--- src/design/pee_pkg.sv ---
// ----------------------------------------------------------------------------
// pee_pkg
// Shared types and codes for the postfix expression evaluator.
// ----------------------------------------------------------------------------
package pee_pkg;

  localparam int WORD_W = 32;
  localparam int OPC_W  = 3;
  localparam int STS_W  = 3;
  localparam int STEP_W = $clog2(WORD_W);

  localparam logic [OPC_W-1:0] OP_PUSH   = 3'd0;
  localparam logic [OPC_W-1:0] OP_ADD    = 3'd1;
  localparam logic [OPC_W-1:0] OP_SUB    = 3'd2;
  localparam logic [OPC_W-1:0] OP_MUL    = 3'd3;
  localparam logic [OPC_W-1:0] OP_DIV    = 3'd4;
  localparam logic [OPC_W-1:0] OP_REM    = 3'd5;
  localparam logic [OPC_W-1:0] OP_FINISH = 3'd6;

  localparam logic [STS_W-1:0] ST_OK        = 3'd0;
  localparam logic [STS_W-1:0] ST_UNDERFLOW = 3'd1;
  localparam logic [STS_W-1:0] ST_OVERFLOW  = 3'd2;
  localparam logic [STS_W-1:0] ST_DIVZERO   = 3'd3;
  localparam logic [STS_W-1:0] ST_LEFTOVER  = 3'd4;

  typedef struct packed {
    logic             start;
    logic [OPC_W-1:0] op;
  } alu_req_t;

endpackage

--- src/design/pee_stack.sv ---
// ----------------------------------------------------------------------------
// pee_stack
// Operand stack storage: one write port, two registered read ports.
// ----------------------------------------------------------------------------
module pee_stack #(
  parameter int DEPTH = 32,
  parameter int AW    = 5
) (
  input  logic                        clk,
  input  logic                        we,
  input  logic [AW-1:0]               waddr,
  input  logic [pee_pkg::WORD_W-1:0]  wdata,
  input  logic [AW-1:0]               raddr_a,
  input  logic [AW-1:0]               raddr_b,
  output logic [pee_pkg::WORD_W-1:0]  rdata_a,
  output logic [pee_pkg::WORD_W-1:0]  rdata_b
);
  import pee_pkg::*;

  logic [WORD_W-1:0] mem [DEPTH];

  always_ff @(posedge clk) begin
    if (we) begin
      mem[waddr] <= wdata;
    end
    rdata_a <= mem[raddr_a];
    rdata_b <= mem[raddr_b];
  end

endmodule

--- src/design/pee_alu.sv ---
// ----------------------------------------------------------------------------
// pee_alu
// Shared arithmetic unit: registered add, subtract and multiply, signed
// divide and remainder by a radix-2 restoring loop of one bit per cycle.
// ----------------------------------------------------------------------------
module pee_alu (
  input  logic                       clk,
  input  logic                       rst,
  input  pee_pkg::alu_req_t          req,
  input  logic [pee_pkg::WORD_W-1:0] left,
  input  logic [pee_pkg::WORD_W-1:0] right,
  output logic                       done,
  output logic [pee_pkg::WORD_W-1:0] result
);
  import pee_pkg::*;

  localparam logic [1:0] P_IDLE = 2'd0;
  localparam logic [1:0] P_DIV  = 2'd1;
  localparam logic [1:0] P_FIX  = 2'd2;

  localparam logic [STEP_W-1:0] LAST_STEP = STEP_W'(WORD_W - 1);

  logic [1:0]        phase;
  logic [STEP_W-1:0] step;
  logic [WORD_W-1:0] dvd;
  logic [WORD_W-1:0] dvs;
  logic [WORD_W-1:0] rem;
  logic              neg_q;
  logic              neg_r;
  logic              is_rem;

  logic [WORD_W-1:0] l_mag;
  logic [WORD_W-1:0] r_mag;
  logic [WORD_W-1:0] prod_lo;
  logic [WORD_W:0]   trial;

  assign l_mag   = left[WORD_W-1] ? (~left + WORD_W'(1)) : left;
  assign r_mag   = right[WORD_W-1] ? (~right + WORD_W'(1)) : right;
  assign prod_lo = left * right;
  assign trial   = {rem, dvd[WORD_W-1]} - {1'b0, dvs};

  always_ff @(posedge clk) begin
    if (rst) begin
      phase <= P_IDLE;
      done  <= 1'b0;
    end else begin
      done <= 1'b0;
      unique case (phase)
        P_IDLE: begin
          if (req.start) begin
            case (req.op) inside
              OP_ADD: begin
                result <= left + right;
                done   <= 1'b1;
              end
              OP_SUB: begin
                result <= left - right;
                done   <= 1'b1;
              end
              OP_MUL: begin
                result <= prod_lo;
                done   <= 1'b1;
              end
              OP_DIV, OP_REM: begin
                dvd    <= l_mag;
                dvs    <= r_mag;
                rem    <= '0;
                step   <= '0;
                neg_q  <= left[WORD_W-1] ^ right[WORD_W-1];
                neg_r  <= left[WORD_W-1];
                is_rem <= (req.op == OP_REM);
                phase  <= P_DIV;
              end
              default: begin
                result <= '0;
                done   <= 1'b1;
              end
            endcase
          end
        end
        P_DIV: begin
          if (!trial[WORD_W]) begin
            rem <= trial[WORD_W-1:0];
            dvd <= {dvd[WORD_W-2:0], 1'b1};
          end else begin
            rem <= {rem[WORD_W-2:0], dvd[WORD_W-1]};
            dvd <= {dvd[WORD_W-2:0], 1'b0};
          end
          step <= step + STEP_W'(1);
          if (step == LAST_STEP) begin
            phase <= P_FIX;
          end
        end
        P_FIX: begin
          if (is_rem) begin
            result <= neg_r ? (~rem + WORD_W'(1)) : rem;
          end else begin
            result <= neg_q ? (~dvd + WORD_W'(1)) : dvd;
          end
          done  <= 1'b1;
          phase <= P_IDLE;
        end
        default: begin
          phase <= P_IDLE;
        end
      endcase
    end
  end

endmodule

--- src/design/postfix_expression_evaluator.sv ---
// ----------------------------------------------------------------------------
// postfix_expression_evaluator
// Reverse Polish evaluator: one token word in, one result word out.
//
//   channel | handshake                   | payload
//   token   | token_valid / token_stall   | opcode, operand
//   result  | result_valid / result_stall | value, status, done_res
//
// Push, ignored opcodes and stack errors go straight from idle to output;
// a finish with one value and a divide by zero pass through execute first.
// Add, subtract and multiply pass through execute and wait for the ALU.
// Divide and remainder wait on the one-bit-per-cycle divider.
// Reset clears the stack count; stack contents are not cleared.
// A result stalled at the output holds the next token until it is taken.
// ----------------------------------------------------------------------------
module postfix_expression_evaluator #(
  parameter int STACK_DEPTH = 32
) (
  input  logic                              clk,
  input  logic                              rst,
  input  logic                              token_valid,
  output logic                              token_stall,
  input  logic [pee_pkg::OPC_W-1:0]         opcode,
  input  logic signed [pee_pkg::WORD_W-1:0] operand,
  output logic                              result_valid,
  input  logic                              result_stall,
  output logic signed [pee_pkg::WORD_W-1:0] value,
  output logic [pee_pkg::STS_W-1:0]         status,
  output logic                              done_res
);
  import pee_pkg::*;

  localparam int AW = (STACK_DEPTH > 1) ? $clog2(STACK_DEPTH) : 1;
  localparam int CW = $clog2(STACK_DEPTH + 1);
  localparam logic [CW-1:0] FULL = CW'(STACK_DEPTH);

  localparam logic [1:0] S_IDLE = 2'd0;
  localparam logic [1:0] S_EXEC = 2'd1;
  localparam logic [1:0] S_WAIT = 2'd2;
  localparam logic [1:0] S_OUT  = 2'd3;

  logic [1:0]        state;
  logic [1:0]        state_next;
  logic [CW-1:0]     count;
  logic [CW-1:0]     count_next;
  logic [OPC_W-1:0]  op;
  logic [WORD_W-1:0] res_value;
  logic [WORD_W-1:0] res_value_next;
  logic [STS_W-1:0]  res_status;
  logic [STS_W-1:0]  res_status_next;
  logic              res_done;
  logic              res_done_next;

  logic              accept;
  logic              load;
  logic [CW-1:0]     cm1;
  logic [CW-1:0]     cm2;
  logic              we;
  logic [AW-1:0]     waddr;
  logic [WORD_W-1:0] wdata;
  logic [WORD_W-1:0] rdata_a;
  logic [WORD_W-1:0] rdata_b;
  alu_req_t          alu_req;
  logic              alu_done;
  logic [WORD_W-1:0] alu_result;

  assign token_stall = (state != S_IDLE);
  assign accept      = token_valid && !token_stall;
  assign load        = !result_valid || !result_stall;
  assign cm1         = count - CW'(1);
  assign cm2         = count - CW'(2);
  assign waddr       = (state == S_IDLE) ? count[AW-1:0] : cm2[AW-1:0];
  assign wdata       = (state == S_IDLE) ? $unsigned(operand) : alu_result;

  pee_stack #(
    .DEPTH (STACK_DEPTH),
    .AW    (AW)
  ) u_stack (
    .clk     (clk),
    .we      (we),
    .waddr   (waddr),
    .wdata   (wdata),
    .raddr_a (cm1[AW-1:0]),
    .raddr_b (cm2[AW-1:0]),
    .rdata_a (rdata_a),
    .rdata_b (rdata_b)
  );

  pee_alu u_alu (
    .clk    (clk),
    .rst    (rst),
    .req    (alu_req),
    .left   (rdata_b),
    .right  (rdata_a),
    .done   (alu_done),
    .result (alu_result)
  );

  always_comb begin
    state_next      = state;
    count_next      = count;
    res_value_next  = res_value;
    res_status_next = res_status;
    res_done_next   = res_done;
    we              = 1'b0;
    alu_req.start   = 1'b0;
    alu_req.op      = op;
    unique case (state)
      S_IDLE: begin
        if (accept) begin
          res_value_next  = '0;
          res_status_next = ST_OK;
          res_done_next   = 1'b0;
          state_next      = S_OUT;
          unique case (opcode) inside
            OP_PUSH: begin
              if (count >= FULL) begin
                res_status_next = ST_OVERFLOW;
              end else begin
                we         = 1'b1;
                count_next = count + CW'(1);
              end
            end
            OP_ADD, OP_SUB, OP_MUL, OP_DIV, OP_REM: begin
              if (count < CW'(2)) begin
                res_status_next = ST_UNDERFLOW;
              end else begin
                state_next = S_EXEC;
              end
            end
            OP_FINISH: begin
              res_done_next = 1'b1;
              count_next    = '0;
              if (count == '0) begin
                res_status_next = ST_UNDERFLOW;
              end else if (count == CW'(1)) begin
                state_next = S_EXEC;
              end else begin
                res_status_next = ST_LEFTOVER;
              end
            end
            default: begin
            end
          endcase
        end
      end
      S_EXEC: begin
        if (op == OP_FINISH) begin
          res_value_next = rdata_a;
          state_next     = S_OUT;
        end else if ((op == OP_DIV || op == OP_REM) && rdata_a == '0) begin
          res_status_next = ST_DIVZERO;
          state_next      = S_OUT;
        end else begin
          alu_req.start = 1'b1;
          state_next    = S_WAIT;
        end
      end
      S_WAIT: begin
        if (alu_done) begin
          we             = 1'b1;
          count_next     = count - CW'(1);
          res_value_next = alu_result;
          state_next     = S_OUT;
        end
      end
      S_OUT: begin
        if (load) begin
          state_next = S_IDLE;
        end
      end
      default: begin
        state_next = S_IDLE;
      end
    endcase
  end

  always_ff @(posedge clk) begin
    if (rst) begin
      state        <= S_IDLE;
      count        <= '0;
      result_valid <= 1'b0;
    end else begin
      state <= state_next;
      count <= count_next;
      if (state == S_OUT && load) begin
        result_valid <= 1'b1;
      end else if (!result_stall) begin
        result_valid <= 1'b0;
      end
    end
  end

  always_ff @(posedge clk) begin
    res_value  <= res_value_next;
    res_status <= res_status_next;
    res_done   <= res_done_next;
    if (accept) begin
      op <= opcode;
    end
    if (state == S_OUT && load) begin
      value    <= $signed(res_value);
      status   <= res_status;
      done_res <= res_done;
    end
  end

  finish_clears_stack: assert property (@(posedge clk) disable iff (rst)
    (accept && opcode == OP_FINISH) |=> (count == '0))
    else $error("stack count not cleared after finish word");

  alu_done_only_in_wait: assert property (@(posedge clk) disable iff (rst)
    alu_done |-> (state == S_WAIT))
    else $error("arithmetic unit finished outside its wait state");

  leftover_ends_expression: assert property (@(posedge clk) disable iff (rst)
    (result_valid && status == ST_LEFTOVER) |-> done_res)
    else $error("leftover status on a word that does not end the expression");

endmodule
--- config.mk ---
export PLATFORM = sky130hd
export DESIGN_NAME = postfix_expression_evaluator
export DESIGN_NICKNAME = d
export VERILOG_FILES = /design/src/design/pee_pkg.sv /design/src/design/pee_stack.sv /design/src/design/pee_alu.sv /design/src/design/postfix_expression_evaluator.sv
export SDC_FILE = /design/constraint.sdc
export NUM_CORES = 2
export LEC_CHECK = 0
export ABC_CLOCK_PERIOD_IN_PS = 8050
export BUFFER_PORTS_ARGS = -buffer_cell sky130_fd_sc_hd__buf_2
export CORE_ASPECT_RATIO = 1.4
export CORE_MARGIN = 4
export CORE_UTILIZATION = 40
export DETAILED_ROUTE_END_ITERATION = 10
export SLEW_MARGIN = 20
export SYNTH_ARGS = -nofsm -noshare
export SYNTH_HDL_FRONTEND = slang
export SYNTH_SLANG_ARGS = --single-unit
--- constraint.sdc ---
create_clock -name clk -period 8.05 [get_ports clk]
set_input_delay 0.4025 -clock clk [delete_from_list [all_inputs] [get_ports clk]]
set_output_delay 0.4025 -clock clk [all_outputs]
set_load 0.02 [all_outputs]
==> results.toml <==
[setup_path]
start_kind = "flip-flop"
worst-path-max-fanout = 19
worst-setup-path-type = "flip-flop to flip-flop"
crit-reg2reg-launch = "u_stack.rdata_a[13]"
crit_arrival_ps = 8270
r2r_setup_slack_ps = 280
r2r_end = "u_alu.result[21]"
end_kind = "flip-flop"
reg2reg_depth = 22
crit_required_ps = 8550

[timing]
holdWs_ps = 74.8
fin_setup_tns_ps = 0
max_freq_mhz = 129
rsz0062_at_grt = "no"
period_share_pct = 96.5
setup_viol = 0
drv_slew = 0
finClkSkew_ps = 64.2
fin_crit_ps = 7770
layout_setup_ws_ps = 279
hold_viol = 0
slew-limit-headroom_pct = 22.6
tightest_slew_ps = 1150

[placed_design]
dpl_cell_area_um2 = 85400
place_ws_ps = 309
io_buffers = 76
post-dp-hpwl_mm = 178
place_congestion = 0.953

[yosys]
synth_edf_count = 1235
synth_nets = 6339
synth_top_area_share_pct = 45.7
netlist_area_um2 = 81100
ys_types = 80
synth-async-reset-ratio_pct = 0
synth_flop_cell = "edfxtp_1"
yosysSeqAreaShare_pct = 47.6
synth.largest_area_cell = "edfxtp_1"
synthCells = 5656
syn_avg_cell_area_um2 = 14.3
synth_area_leaders = "edfxtp_1 (46%), mux4_2 (18%), fa_1 (10%)"
ys_seq_elements = 1311
ys_warn_count = 0

[clock_tree]
post_cts_buffers = 0
cts_tree = "built"
cts_inserted_buffers = 139
clock_sinks = 1311
path_clk_slew_ps = 60
root_buffer = "clkbuf_16"
htreeDepth = 4
clkLatencyLatePin_ps = 800
cts_max_path_buffers = 4

[layout]
largest_register_ffs = 1024
final_area_um2 = 89900
areaGrowthSynthToFinish_pct = 10.9
fin_nets = 6378
layout-drive-gt1-share_pct = 22.0
top_register = "u_stack.mem"

[outcome]
status = "finished, final reports clean"

[min_path]
hold_path_class = "input pin to flip-flop"
whs_endpoint = "count[4]"
hold_path_depth = 2
min-delay-start = "rst"

[floorplan]
coreArea_um2 = 202000
die_w_um = 389
start_util_pct = 40.2
rows = 195
dieArea_um2 = 210000
ios = 77
fp.dieH_um = 541

[grt]
grt_max_degree = 120
globalRouteOverflowTotal = 0
grt_antenna_before_repair = 27
grt_pass1_wl_mm = 376
grt_usage_pct = 24.7
first_global_vias = 53130

[detailed_routing]
dr_total_vias = 51578
postRouteAntennaNets = 0
drt-wirelength-per-cell_um = 31.0
drt_iter0_markers = 5537
drc = 0
firstDrtPassIters = 6
wl_mm = 262
routed_via_density = 6.09

[run]
max-cap-violations = 0
[cell usage after synthesis, types with 98 or more instances]
| cell type | number |
|---|---|
| o21ai_0 | 167 |
| and2_1 | 259 |
| nor2_1 | 238 |
| xnor2_1 | 160 |
| mux4_2 | 640 |
| clkbuf_1 | 307 |
| inv_1 | 507 |
| edfxtp_1 | 1235 |
| mux2_2 | 98 |
| ha_1 | 233 |
| a21oi_1 | 138 |
| fa_1 | 411 |
| nand2_1 | 364 |
[per-layer routing]
metal	vias to the layer above	routed length (um)	track usage [%]
li1	21181	-	-
met1	27288	93200	29.1
met2	2407	135000	43.6
met3	684	18200	3.72
met4	18	16000	12.8
met5	-	124	0
[metrics by stage]
| step | instances | util (%) |
|---|---|---|
| 2_1_floorplan | 5656 | - |
| 3_3_place_gp | 8207 | 42.3 |
| 3_5_place_dp | 8208 | 42.3 |
| 4_1_cts | 8451 | 44.5 |
| 5_1_grt | 8466 | 44.6 |
| 6_report | 8470 | 44.6 |
[cell usage in the layout (no fill, tap or decap), types with 40 or more instances in the layout]
| cell | n |
|---|---|
| edfxtp_1 | 1235 |
| clkbuf_16 | 144 |
| inv_1 | 507 |
| xnor2_1 | 156 |
| dfxtp_1 | 73 |
| nor2b_1 | 52 |
| o21ai_0 | 167 |
| and2_1 | 259 |
| o31ai_1 | 42 |
| xor2_1 | 84 |
| mux4_2 | 640 |
| ha_1 | 230 |
| buf_2 | 76 |
| a22oi_1 | 40 |
| fa_1 | 411 |
| a21oi_1 | 138 |
| mux2_2 | 98 |
| nor2_1 | 204 |
| buf_4 | 173 |
| nand2_1 | 364 |
[worst max-delay path: stages (launching register included)]
cell,delay [ps]
dfxtp_1,520
buf_4,390
inv_1,180
nor2_1,160
fa_1,450
fa_1,390
fa_1,580
inv_1,70
fa_1,350
inv_1,90
fa_1,400
ha_1,300
fa_1,510
fa_1,470
ha_1,380
a211oi_1,260
a31oi_1,260
a31oi_1,450
nor2b_1,90
o21ai_0,160
a21oi_1,200
a211oi_1,750
a21oi_1,80
[how the worst max path moves through the flow]
stage,slack [ps],start,cells past startpoint,to
2_1_floorplan,650,u_stack.rdata_a[10],27,u_alu.result[31]
3_3_place_gp,380,u_stack.rdata_a[5],25,u_alu.result[26]
3_5_place_dp,310,u_stack.rdata_a[11],23,u_alu.result[31]
4_1_cts,350,u_stack.rdata_a[5],25,u_alu.result[26]
5_1_grt,9,u_stack.rdata_a[5],25,u_alu.result[26]
6_report,280,u_stack.rdata_a[13],22,u_alu.result[21]
[repair_timing]
action / 4_1_cts / 5_1_grt
hold buffers: 4 / 0
gates resized for setup: 0 / 0
endpoints found under the hold margin: 4 / 0
[cell families (layout without fill, tap and decap cells)]
family	Yosys count	after routing	share of synthesized area, %
flops	1311	1311	47.6
simple gates	1139	1139	6.95
buf+inv	874	1011	4.06
mux	768	768	19.5
compound gates	674	674	5.50
fa+ha+maj	644	644	13.7
xor+xnor	246	246	2.66
other cells	0	18	0
[layout make-up]
type                       instances  area (um^2)
clock inverter                    61          694
tap                             2659         3330
fill                           17725       112000
timing repair buffer             264         1950
multi-input combinational       3471        39600
sequential                      1311        38600
inverter                         508         1910
antenna                           18         45.0
clock buffer                     178         3770
Power is not shown: default switching activity piles up to over one toggle a cycle in this logic, so the estimate is an artifact.
